`src/rtl/core/qam_pkg.sv`:
```
// ----------------------------------------------------------------------------
// qam_pkg
// Shared types, constants and the constellation level lookup for the
// hard-decision QAM demapper.
// ----------------------------------------------------------------------------
package qam_pkg;

   // Sample and result widths
   localparam int SAMPLE_W = 16;
   localparam int DIST_W   = 16;
   localparam int BITS_W   = 8;
   localparam int MODE_W   = 2;
   localparam int AXIS_W   = 4;   // bits per axis at 256-QAM
   localparam int MUL_W    = 17;  // operand width of the shared multiplier
   localparam int PROD_W   = 2 * MUL_W;
   localparam int SUM_W    = 32;  // distance accumulator and squared distance
   localparam int BIT_W    = 5;   // trial bit counter for root and quotient
   localparam int LEVEL_W  = 14;

   localparam int MAX_BURST_DEF = 65536;

   // Constellation select
   localparam logic [MODE_W-1:0] MODE_QPSK   = 2'd0;
   localparam logic [MODE_W-1:0] MODE_QAM16  = 2'd1;
   localparam logic [MODE_W-1:0] MODE_QAM64  = 2'd2;
   localparam logic [MODE_W-1:0] MODE_QAM256 = 2'd3;

   // Level magnitudes in unsigned Q1.13, already scaled by the mode's normalization
   localparam logic [LEVEL_W-1:0] LEVEL_TBL [4][8] = '{
      '{14'd5793, 14'd0,    14'd0,    14'd0,    14'd0,    14'd0,    14'd0,    14'd0},
      '{14'd2591, 14'd7772, 14'd0,    14'd0,    14'd0,    14'd0,    14'd0,    14'd0},
      '{14'd1264, 14'd3792, 14'd6320, 14'd8848, 14'd0,    14'd0,    14'd0,    14'd0},
      '{14'd628,  14'd1885, 14'd3141, 14'd4398, 14'd5655, 14'd6911, 14'd8168, 14'd9424}
   };

   // Highest per-axis bit pattern for each mode
   localparam logic [AXIS_W-1:0] LAST_CAND [4] = '{4'd1, 4'd3, 4'd7, 4'd15};

   // Trial bit where the root and quotient searches start
   localparam logic [BIT_W-1:0] SQRT_TOP_BIT = 5'd15;
   localparam logic [BIT_W-1:0] DIV_TOP_BIT  = 5'd16;

   typedef enum logic [2:0] {
      ST_IDLE,
      ST_SCAN,
      ST_SQRT,
      ST_DIV,
      ST_DONE
   } state_type;

   // Signed Q2.13 coordinate of one axis; abits holds c0 as its MSB
   function automatic logic signed [SAMPLE_W-1:0] axis_level(
      input logic [MODE_W-1:0] mode,
      input logic [AXIS_W-1:0] abits
   );
      int k;
      int m;
      int s;
      logic [LEVEL_W-1:0] mag;
      logic signed [SAMPLE_W-1:0] lvl;
      k = int'(mode) + 1;
      m = 1;
      if (k > 1) begin
         s = 1 - 2 * int'(abits[0]);
         m = 2 - s;
         for (int t = 1; t <= 2; t++) begin
            if (t <= k - 2) begin
               s = 1 - 2 * int'(abits[t]);
               m = (1 << (t + 1)) - s * m;
            end
         end
      end
      mag = LEVEL_TBL[mode][3'((m - 1) >> 1)];
      lvl = $signed({2'b00, mag});
      return abits[mode] ? -lvl : lvl;
   endfunction

endpackage

```
`src/rtl/core/qam_hard_demapper.sv`:
```
// ----------------------------------------------------------------------------
// qam_hard_demapper
// Hard-decision demapper for QPSK, 16-, 64- and 256-QAM with error distance
// and per-burst mean error.
// ----------------------------------------------------------------------------
// One symbol is handled at a time by a single 17x17 multiply-and-compare
// unit under a small sequencer. The unit first scans every level of the I
// axis and then every level of the Q axis, then finds the 16-bit square
// root of the squared error one bit per cycle, and on a burst's last symbol
// finds the mean by a 17-bit trial-multiply division. A done state then
// hands the result over, and the idle state takes the next sample.
// req_tready is high only between symbols. The result sits in an output
// register, so the next sample is taken while it waits. qam_mode must be
// written through the csr port only while the block is idle; the block
// itself does not enforce this.
// ----------------------------------------------------------------------------
module qam_hard_demapper
   import qam_pkg::*;
#(
   parameter int MAX_BURST = MAX_BURST_DEF
) (
   input  logic        clock,
   input  logic        reset,
   // Configuration: qam_mode
   input  logic        csr_valid,
   output logic        csr_ready,
   input  logic [1:0]  csr_data,
   // Sample input
   input  logic        req_tvalid,
   output logic        req_tready,
   input  logic [31:0] req_tdata,   // i_sample[15:0], q_sample[31:16]
   input  logic        req_tlast,   // burst_end
   // Result output
   output logic        rsp_tvalid,
   input  logic        rsp_tready,
   output logic [39:0] rsp_tdata,   // bits[7:0], error_distance[23:8],
                                    // average_distance[39:24]
   output logic        rsp_tlast    // last_out
);

   localparam int CNT_W = $clog2(MAX_BURST + 1);

   // Registers and next values
   state_type                  state_ff,    state_in;
   logic [MODE_W-1:0]          mode_ff,     mode_in;
   logic signed [SAMPLE_W-1:0] i_ff,        i_in;
   logic signed [SAMPLE_W-1:0] q_ff,        q_in;
   logic                       last_ff,     last_in;
   logic                       axis_ff,     axis_in;
   logic [AXIS_W-1:0]          cand_ff,     cand_in;
   logic [SUM_W-1:0]           best_ff,     best_in;
   logic [AXIS_W-1:0]          best_idx_ff, best_idx_in;
   logic [AXIS_W-1:0]          ib_ff,       ib_in;
   logic [SUM_W-1:0]           di2_ff,      di2_in;
   logic [SUM_W-1:0]           d2_ff,       d2_in;
   logic [DIST_W-1:0]          root_ff,     root_in;
   logic [BIT_W-1:0]           bit_ff,      bit_in;
   logic [SUM_W-1:0]           sum_ff,      sum_in;
   logic [CNT_W-1:0]           cnt_ff,      cnt_in;
   logic [MUL_W-1:0]           quo_ff,      quo_in;
   logic [DIST_W-1:0]          avg_ff,      avg_in;
   logic                       rsp_valid_ff, rsp_valid_in;
   logic [39:0]                rsp_data_ff,  rsp_data_in;
   logic                       rsp_last_ff,  rsp_last_in;

   // Shared unit
   logic [MUL_W-1:0]           op_a, op_b;
   logic [PROD_W-1:0]          prod;
   logic [SUM_W-1:0]           cmp_ref;
   logic                       prod_le;

   // Scan datapath
   logic signed [SAMPLE_W-1:0] level;
   logic signed [SAMPLE_W-1:0] sample_sel;
   logic signed [MUL_W-1:0]    diff;
   logic [MUL_W-1:0]           diff_abs;
   logic                       cand_last;
   logic [SUM_W-1:0]           axis_best;
   logic [AXIS_W-1:0]          axis_best_idx;

   // Root and quotient trial values
   logic [DIST_W-1:0]          root_try;
   logic [DIST_W-1:0]          root_fin;
   logic [MUL_W-1:0]           quo_try;

   // Accumulator update
   logic [SUM_W:0]             sum_add;
   logic [BITS_W-1:0]          bits_out;

   // Level distance for the current candidate
   always_comb begin
      level      = axis_level(mode_ff, cand_ff);
      sample_sel = axis_ff ? q_ff : i_ff;
      diff       = {sample_sel[SAMPLE_W-1], sample_sel} - {level[SAMPLE_W-1], level};
      diff_abs   = diff[MUL_W-1] ? MUL_W'(-diff) : MUL_W'(diff);
      cand_last  = (cand_ff == LAST_CAND[mode_ff]);
   end

   assign root_try = root_ff | (DIST_W'(1) << bit_ff[3:0]);
   assign quo_try  = quo_ff | (MUL_W'(1) << bit_ff);

   // Operand select for the shared multiply-and-compare unit
   always_comb begin
      case (state_ff)
         ST_SQRT: begin
            op_a    = MUL_W'(root_try);
            op_b    = MUL_W'(root_try);
            cmp_ref = d2_ff;
         end
         ST_DIV: begin
            op_a    = quo_try;
            op_b    = MUL_W'(cnt_ff);
            cmp_ref = sum_ff;
         end
         default: begin
            op_a    = diff_abs;
            op_b    = diff_abs;
            cmp_ref = best_ff;
         end
      endcase
   end

   assign prod    = op_a * op_b;
   assign prod_le = (prod <= PROD_W'(cmp_ref));

   // Best of this axis including the current candidate (ties: higher pattern)
   assign axis_best     = prod_le ? prod[SUM_W-1:0] : best_ff;
   assign axis_best_idx = prod_le ? cand_ff : best_idx_ff;

   // Root with this cycle's bit decided; complete on the last root cycle
   assign root_fin = prod_le ? root_try : root_ff;
   assign sum_add  = {1'b0, sum_ff} + (SUM_W + 1)'(root_fin);

   // Interleave the axis patterns: I bits on odd, Q bits on even positions
   always_comb begin
      for (int m = 0; m < AXIS_W; m++) begin
         bits_out[2*m+1] = ib_ff[m];
         bits_out[2*m]   = best_idx_ff[m];
      end
   end

   // Sequencer
   always_comb begin
      state_in     = state_ff;
      mode_in      = mode_ff;
      i_in         = i_ff;
      q_in         = q_ff;
      last_in      = last_ff;
      axis_in      = axis_ff;
      cand_in      = cand_ff;
      best_in      = best_ff;
      best_idx_in  = best_idx_ff;
      ib_in        = ib_ff;
      di2_in       = di2_ff;
      d2_in        = d2_ff;
      root_in      = root_ff;
      bit_in       = bit_ff;
      sum_in       = sum_ff;
      cnt_in       = cnt_ff;
      quo_in       = quo_ff;
      avg_in       = avg_ff;
      rsp_valid_in = rsp_valid_ff & ~rsp_tready;
      rsp_data_in  = rsp_data_ff;
      rsp_last_in  = rsp_last_ff;

      // Configuration write
      if (csr_valid) begin
         mode_in = csr_data;
      end

      case (state_ff)
         ST_IDLE: begin
            if (req_tvalid) begin
               i_in     = $signed(req_tdata[15:0]);
               q_in     = $signed(req_tdata[31:16]);
               last_in  = req_tlast;
               axis_in  = 1'b0;
               cand_in  = '0;
               best_in  = '1;
               state_in = ST_SCAN;
            end
         end

         // One candidate level per cycle, I axis then Q axis
         ST_SCAN: begin
            best_in     = axis_best;
            best_idx_in = axis_best_idx;
            cand_in     = cand_ff + AXIS_W'(1);
            if (cand_last) begin
               cand_in = '0;
               if (!axis_ff) begin
                  di2_in  = axis_best;
                  ib_in   = axis_best_idx;
                  best_in = '1;
                  axis_in = 1'b1;
               end else begin
                  d2_in    = di2_ff + axis_best;
                  root_in  = '0;
                  bit_in   = SQRT_TOP_BIT;
                  state_in = ST_SQRT;
               end
            end
         end

         // Square root, one result bit per cycle
         ST_SQRT: begin
            if (prod_le) begin
               root_in = root_try;
            end
            bit_in = bit_ff - BIT_W'(1);
            if (bit_ff == '0) begin
               state_in = ST_DONE;
            end
         end

         // Mean of the burst, one quotient bit per cycle
         ST_DIV: begin
            if (prod_le) begin
               quo_in = quo_try;
            end
            bit_in = bit_ff - BIT_W'(1);
            if (bit_ff == '0) begin
               avg_in   = quo_in[MUL_W-1] ? '1 : quo_in[DIST_W-1:0];
               sum_in   = '0;
               cnt_in   = '0;
               state_in = ST_DONE;
            end
         end

         // Hand the result to the output register
         ST_DONE: begin
            if (!rsp_valid_ff || rsp_tready) begin
               rsp_valid_in = 1'b1;
               rsp_data_in  = {avg_ff, root_ff, bits_out};
               rsp_last_in  = last_ff;
               state_in     = ST_IDLE;
            end
         end

         default: begin
            state_in = ST_IDLE;
         end
      endcase

      // Accumulate distance when the root is complete
      if (state_ff == ST_SQRT && bit_ff == '0) begin
         sum_in = sum_add[SUM_W] ? '1 : sum_add[SUM_W-1:0];
         if (cnt_ff < CNT_W'(MAX_BURST)) begin
            cnt_in = cnt_ff + CNT_W'(1);
         end
         avg_in = '0;
         if (last_ff) begin
            quo_in   = '0;
            bit_in   = DIV_TOP_BIT;
            state_in = ST_DIV;
         end
      end
   end

   // Control registers
   always_ff @(posedge clock) begin
      if (reset) begin
         state_ff     <= ST_IDLE;
         mode_ff      <= MODE_QPSK;
         sum_ff       <= '0;
         cnt_ff       <= '0;
         rsp_valid_ff <= 1'b0;
      end else begin
         state_ff     <= state_in;
         mode_ff      <= mode_in;
         sum_ff       <= sum_in;
         cnt_ff       <= cnt_in;
         rsp_valid_ff <= rsp_valid_in;
      end
   end

   // Datapath registers
   always_ff @(posedge clock) begin
      i_ff        <= i_in;
      q_ff        <= q_in;
      last_ff     <= last_in;
      axis_ff     <= axis_in;
      cand_ff     <= cand_in;
      best_ff     <= best_in;
      best_idx_ff <= best_idx_in;
      ib_ff       <= ib_in;
      di2_ff      <= di2_in;
      d2_ff       <= d2_in;
      root_ff     <= root_in;
      bit_ff      <= bit_in;
      quo_ff      <= quo_in;
      avg_ff      <= avg_in;
      rsp_data_ff <= rsp_data_in;
      rsp_last_ff <= rsp_last_in;
   end

   assign csr_ready  = 1'b1;
   assign req_tready = (state_ff == ST_IDLE);
   assign rsp_tvalid = rsp_valid_ff;
   assign rsp_tdata  = rsp_data_ff;
   assign rsp_tlast  = rsp_last_ff;

endmodule
```
`config.mk`:
```
export PLATFORM = sky130hd
export DESIGN_NAME = qam_hard_demapper
export DESIGN_NICKNAME = d
export VERILOG_FILES = /design/src/rtl/core/qam_pkg.sv /design/src/rtl/core/qam_hard_demapper.sv
export SDC_FILE = /design/constraint.sdc
export NUM_CORES = 2
export LEC_CHECK = 0
export ABC_AREA = 1
export BUFFER_PORTS_ARGS = -buffer_cell sky130_fd_sc_hd__buf_4
export CELL_PAD_IN_SITES_DETAIL_PLACEMENT = 1
export CELL_PAD_IN_SITES_GLOBAL_PLACEMENT = 2
export CORE_MARGIN = 10
export CORE_UTILIZATION = 40
export DETAILED_ROUTE_END_ITERATION = 8
export MAX_ROUTING_LAYER = met4
export PLACE_DENSITY = 0.87
export SYNTH_ARGS = -nofsm -noshare
export SYNTH_HDL_FRONTEND = slang
export SYNTH_SLANG_ARGS = --single-unit
```
`constraint.sdc`:
```
create_clock -name clock -period 42.5 [get_ports clock]
set_clock_uncertainty 0.15 [all_clocks]
set_input_delay 8.5 -clock clock [delete_from_list [all_inputs] [get_ports clock]]
set_output_delay 8.5 -clock clock [all_outputs]
set_load 0.005 [all_outputs]
```
# After elaboration in Yosys (flattened, before gate mapping)
# Cells that the tools add are included.
[totals]
ff_bits = 292
inputBits = 40
out_inout_bits = 44
wordCells = 151
[classes]
addsub = 17
multipliers = 3
order_cmp = 8
n_eq_ne = 8
shifts = 2
n_mux = 66
n_bitwise = 7
n_reduce_logical = 19
[ops]
columns = ["op", "count"]
rows = [
  ["32-bit two-way mux", 10],
  ["112-bit binary-select mux with 2-bit select", 1],
  ["112-bit two-way mux", 2],
  ["17-bit two-way mux", 10],
  ["32-bit case mux with 2 select lines", 2],
  ["16-bit two-way mux", 6],
  ["17-bit case mux with 2 select lines", 2],
  ["14-bit binary-select mux with 3-bit select", 1],
  ["34-bit by 32-bit <= comparator with 1-bit output", 1],
  ["17-bit by 17-bit multiplier with 34-bit output", 1],
  ["32-bit by 16-bit adder with 33-bit output", 1],
  ["32-bit adder", 1],
  ["3-bit by 32-bit multiplier with 4-bit output", 1],
  ["16-bit case mux with 2 select lines", 1],
  ["14-bit two-way mux", 2],
  ["4-bit two-way mux", 7],
  ["3-bit two-way mux", 7],
  ["5-bit two-way mux", 4],
  ["17-bit by 1-bit adder with 17-bit output, second input constant", 1],
  ["17-bit less-than comparator, second input constant", 1],
  ["17-bit negator", 1],
  ["17-bit OR", 1],
  ["1-bit by 5-bit left shift with 17-bit output, first input constant", 1],
  ["16-bit by 16-bit subtractor with 17-bit output", 1],
  ["44 further kinds", 64],
]

# Logic depth before layout (Yosys ltp)
[logic_depth]
word_depth = 28
ltp_mapped = 101
mapped_depth_nobuf = 98

# Least setup slack after synthesis
# Ideal clock, no wire load.
[synth_path]
path_kind = "flip-flop to flip-flop"
start = "register mode_ff[0]"
end = "register d2_ff[30], data pin"
setup_time_ns = 0.252
arrival_time_ns = 12.983
t_required_ns = 42.098
slack_ns = 29.114
path_stages_with_launch = 81
path_buffers = 3
synth_period_minus_slack_ns = 13.386
cell_sequence = "dfxtp_1 inv_1 ha_1 nor2_4 nand2_1 o21ai_1 ha_1 inv_1 fa_1 nand2_1 o21ai_2 nand2_1 nor2_1 nand2_1 a21boi_0 a21oi_1 ha_1 nand3_1 [45 not listed] buf_6 buf_2 nand2_1 nand2_1 ha_1 inv_1 fa_1 nand3b_1 nand2_1 a21oi_1 o21ai_0 nand3_1 nand4_1 nand3_1 nand2_1 nand4_1 nand3_1 nand2_1"
[synth_between]
elab_chain_len = 24
elab_cells_between_ends = 33
cone_classes = "8 x add/sub; 2 x mul; 4 x order compare; 17 x mux; 2 x bitwise"
[synth_lines]
columns = ["item", "line_no", "source"]
rows = [
  ["start, declared", "qam_hard_demapper.sv:45", "logic [MODE_W-1:0] mode_ff, mode_in;"],
  ["start signal, assigned", "qam_hard_demapper.sv:270", "mode_ff <= mode_in;"],
  ["2-bit by 1-bit adder with 3-bit output", "qam_pkg.sv:61", "k = int'(mode) + 1;"],
  ["3-bit by 2-bit subtractor with 4-bit output", "qam_pkg.sv:67", "if (t <= k - 2) begin"],
  ["2-bit by 4-bit <= comparator with 1-bit output", "qam_pkg.sv:67", ""],
  ["32-bit two-way mux", "qam_pkg.sv:67", ""],
  ["32-bit two-way mux", "qam_pkg.sv:63", "if (k > 1) begin"],
  ["3-bit by 32-bit multiplier with 4-bit output", "qam_pkg.sv:69", "m = (1 << (t + 1)) - s * m;"],
  ["4-bit subtractor", "qam_pkg.sv:69", ""],
  ["4-bit two-way mux", "qam_pkg.sv:67", ""],
  ["[9 not listed]", "--", ""],
  ["17-bit negator", "qam_hard_demapper.sv:95", "diff_abs = diff[MUL_W-1] ? MUL_W'(-diff) : MUL_W'(diff);"],
  ["17-bit two-way mux (*)", "qam_hard_demapper.sv:95", ""],
  ["17-bit case mux with 2 select lines", "qam_hard_demapper.sv:104", "case (state_ff)"],
  ["17-bit by 17-bit multiplier with 34-bit output (*)", "qam_hard_demapper.sv:123", "assign prod = op_a * op_b;"],
  ["34-bit by 32-bit <= comparator with 1-bit output", "qam_hard_demapper.sv:124", "assign prod_le = (prod <= PROD_W'(cmp_ref));"],
  ["32-bit two-way mux (*)", "qam_hard_demapper.sv:127", "assign axis_best = prod_le ? prod[SUM_W-1:0] : best_ff;"],
  ["net axis_best[0]", "qam_hard_demapper.sv:78", "logic [SUM_W-1:0] axis_best;"],
  ["32-bit adder (*)", "qam_hard_demapper.sv:197", "d2_in = di2_ff + axis_best;"],
  ["end signal, assigned", "qam_hard_demapper.sv:288", "d2_ff <= d2_in;"],
  ["end, declared", "qam_hard_demapper.sv:55", "logic [SUM_W-1:0] d2_ff, d2_in;"],
]
# The timed path passes the listed nets; every way through them passes the cells marked *. The select of a mux whose other input is x is not followed.
# A chain may end at the register's enable or synchronous reset.

# Worst setup path after layout
[layout_path]
start = "register mode_ff[0]"
end = "register sum_ff[6]"
[layout_between]
elab_chain_len = 26
elab_cells_between_ends = 35
cone_classes = "8 x add/sub; 2 x mul; 4 x order compare; 19 x mux; 2 x bitwise"
[layout_lines]
columns = ["item", "line_no", "source"]
rows = [
  ["2-bit by 1-bit adder with 3-bit output", "qam_pkg.sv:61", ""],
  ["3-bit by 2-bit subtractor with 4-bit output", "qam_pkg.sv:67", ""],
  ["2-bit by 4-bit <= comparator with 1-bit output", "qam_pkg.sv:67", ""],
  ["32-bit two-way mux", "qam_pkg.sv:67", ""],
  ["32-bit two-way mux", "qam_pkg.sv:63", ""],
  ["3-bit by 32-bit multiplier with 4-bit output", "qam_pkg.sv:69", ""],
  ["4-bit subtractor", "qam_pkg.sv:69", ""],
  ["4-bit two-way mux", "qam_pkg.sv:67", ""],
  ["[10 not listed]", "--", ""],
  ["17-bit two-way mux (*)", "qam_hard_demapper.sv:95", ""],
  ["17-bit case mux with 2 select lines", "qam_hard_demapper.sv:104", ""],
  ["17-bit by 17-bit multiplier with 34-bit output (*)", "qam_hard_demapper.sv:123", ""],
  ["34-bit by 32-bit <= comparator with 1-bit output (*)", "qam_hard_demapper.sv:124", ""],
  ["16-bit two-way mux (*)", "--", ""],
  ["32-bit by 16-bit adder with 33-bit output (*)", "qam_hard_demapper.sv:132", "assign sum_add = {1'b0, sum_ff} + (SUM_W + 1)'(root_fin);"],
  ["32-bit two-way mux (*)", "qam_hard_demapper.sv:247", "sum_in = sum_add[SUM_W] ? '1 : sum_add[SUM_W-1:0];"],
  ["32-bit two-way mux (*)", "qam_hard_demapper.sv:246", "if (state_ff == ST_SQRT && bit_ff == '0) begin"],
  ["end signal, assigned", "qam_hard_demapper.sv:271", "sum_ff <= sum_in;"],
  ["end, declared", "qam_hard_demapper.sv:58", "logic [SUM_W-1:0] sum_ff, sum_in;"],
]
# Every way passes the cells marked *; elsewhere a longest branch is shown, timed or not. The select of a mux whose other input is x is not followed.

==> flow_summary.ini <==
[synthesis]
yosys_warnings = 0
yosysSeqAreaShare_pct = 28.2
syn_inst = 3523
synth-seq-cells = 292
avgSynthCellArea_um2 = 7.90
synth_fp_nets = 4015
synth_flop_cell = edfxtp_1
synthArstFlopShare_pct = 0
syn-cell-area_um2 = 27800
yosys.cell_types.count = 61
synth_edf_count = 199

[clock_network]
cts_resized = 0
clk-insertion-delay-late_ps = 580
cts_root_buf = clkbuf_16
cts_sinks = 292
cts_hold_buf = 0
clk_path_buf_depth = 3
cts_tree = yes
cts_buffers = 36
cts_setup_buffers = 0
path_clk_slew_ps = 60
h-tree-depth = 2

[global_route]
grt_max_degree = 72
track_usage_pct = 24.5
use_met3_pct = 3.98
grt_pass1_vias = 25300
gr-usage-met2_pct = 39.5
overflow = 0
grt-busiest-layer = met2
antenna_found_initial = 2
grt_pass1_wl_um = 150000
use_met1_pct = 31.0

[place]
io_buffers = 82
finalWeightedCongestion = 0.922
post-dp-hpwl_um = 77800

[final_layout]
final_nets = 4065
final_common_cell = nand2_1
seq_area_um2 = 7840
mostFrequentLayoutCells = 868 x nand2_1, 572 x inv_1, 289 x nor2_1
drive_gt1_share_pct = 7.06
syn2layout_area_growth_pct = 9.92
nFillCells = 8459
multi_input_area_um2 = 17400

[sta]
tightest_slew_ps = 1140
hold_viol = 0
period_needed_ps = 18540
maxSlewHeadroom_pct = 24.2
fmax_mhz = 53.9
setup_viol = 0
period_share_pct = 43.6
rsz0062_at_grt = no
setup-tns-final_ps = 0
maxSlewViolCount = 0

[floorplan]
die_h_um = 284
start_util_pct = 40.4
rows = 96
core_area_um2 = 68800
num_io_pins = 84
die-area_um2 = 80500
die_x_um = 284

[route]
routedWlPerCell_um = 21.4
vias = 24100
dr.pass1.iters = 5
dr.first_iter.drc_count = 1525
ant_nets = 0
drc = 0
wirelength_um = 96800
vias_per_cell = 5.31

[setup_path]
r2r_start = mode_ff[0]
path_max_fanout = 71
reg2reg_slack_ps = 23960
cp_common_cell = nand2_1
cp-start-kind = flop
crit_required_ps = 42790
cp.arrival_ps = 18820
endpoint_kind = flop
critPathMaxStageDelay_ps = 1070
reg2reg_depth = 73
critical-path-slowest-cell = clkinv_1
path_class = flop to flop
reg2reg_to = sum_ff[6]

[hold_path]
hp-class = flop to flop
hold_path_end = rsp_tdata[38]
hold_start = avg_ff[14]
hold_path_depth = 0

[status]
status = finished clean

[run]
cap_violations = 0
final cells by class:
cell class | instances | area share, %
inverter | 593 | 7.28
clock buffer | 41 | 3.18
sequential | 292 | 25.6
antenna | 3 | 0.0245
timing repair buffer | 101 | 2.48
multi-input combinational | 2549 | 56.7
tap | 931 | 3.81
clock inverter | 23 | 0.871
synth_stat cells, types with 5 or more instances:
library cell | instances | area (um^2)
nand2_1 | 868 | 3260
inv_1 | 572 | 2150
nor2_1 | 292 | 1100
fa_1 | 228 | 4560
ha_1 | 224 | 2800
a21oi_1 | 215 | 1080
edfxtp_1 | 199 | 5980
nand3_1 | 185 | 926
o21ai_0 | 162 | 811
dfxtp_1 | 93 | 1860
clkbuf_1 | 49 | 184
xor2_1 | 49 | 429
xnor2_1 | 35 | 307
nand4_1 | 34 | 213
nor3_1 | 34 | 170
o221ai_1 | 32 | 280
buf_2 | 22 | 110
or2_2 | 20 | 125
nand2_2 | 18 | 113
o211ai_1 | 16 | 120
nor2_2 | 15 | 93.8
inv_2 | 13 | 48.8
a31oi_1 | 12 | 75.1
a21o_1 | 11 | 82.6
buf_4 | 11 | 82.6
nand3b_1 | 10 | 75.1
and2_1 | 9 | 56.3
o21ai_1 | 9 | 45.0
clkinv_1 | 7 | 26.3
nand3_2 | 6 | 60.1
nor2_4 | 6 | 67.6
nor4_1 | 6 | 37.5
a21boi_0 | 5 | 37.5
buf_6 | 5 | 56.3
o21a_1 | 5 | 37.5
o21ai_2 | 5 | 43.8
o21bai_1 | 5 | 37.5
layer usage:
metal	wire, um	vias up
li1	-	11400
met1	42600	12000
met2	45600	517
met3	4980	149
met4	3610	0
met5	0	-
metrics by stage:
| stage | std cells | setup slack [ps] | hold WS (ps) | util (%) | cell area, um^2 |
|---|---|---|---|---|---|
| 3_3_place_gp | 4466 | 24330 | 263 | 42.6 | 29300 |
| 3_5_place_dp | 4466 | 24030 | 264 | 42.6 | 29300 |
| 2_1_floorplan | 3523 | 29110 | 250 | - | 27800 |
| 5_1_grt | 4532 | 22360 | 292 | 44.4 | 30600 |
| 6_report | 4533 | 23960 | 284 | 44.5 | 30600 |
| 4_1_cts | 4530 | 23980 | 280 | 44.4 | 30600 |
sequential cells by signal, summed over array words and instances, names as in the netlist:
name         flops
last_ff          1
rsp_tdata       40
cand_ff          4
rsp_tlast        1
bit_ff           5
mode_ff          2
cnt_ff          17
root_ff         16
rsp_tvalid       1
avg_ff          16
ib_ff            4
sum_ff          32
di2_ff          32
state_ff         3
best_idx_ff      4
quo_ff          17
i_ff            16
q_ff            16
best_ff         32
d2_ff           32
axis_ff          1
kinds of logic (layout without fill, tap and decap cells):
kind of cell             after synthesis  count (layout)  synth area share [%]
AND/OR/NAND/NOR                     1511            1511                  22.9
XOR/XNOR                              85              85                  2.70
other                                  1               4                0.0135
AO/OA/AOI/OAI                        499             499                  10.2
flip-flops                           292             292                  28.2
buffers and inverters                682             758                  9.59
multiplexers                           1               1                0.0360
adder cells (fa/ha/maj)              452             452                  26.5
worst max-delay path by stage:
stage / cells after the start / slack, ps / to / from
2_1_floorplan: 80 / 29110 / d2_ff[30] / mode_ff[0]
3_3_place_gp: 75 / 24330 / d2_ff[22] / mode_ff[0]
3_5_place_dp: 73 / 24030 / sum_ff[6] / mode_ff[0]
4_1_cts: 73 / 23980 / sum_ff[6] / mode_ff[0]
5_1_grt: 73 / 22360 / sum_ff[7] / mode_ff[0]
6_report: 73 / 23960 / sum_ff[6] / mode_ff[0]
critical path, delay by kind of cell, from the launching register on:
| family | cells | cell delay [ps] |
|---|---|---|
| fa+ha+maj | 14 | 5840 |
| simple gates | 27 | 4300 |
| compound gates | 18 | 3960 |
| buf+inv | 12 | 3290 |
| flops | 1 | 480 |
| xor+xnor | 2 | 370 |
Power is left out: the tool's default activity adds up to more than one toggle a clock period on the data nets, which glitch-free logic cannot reach.
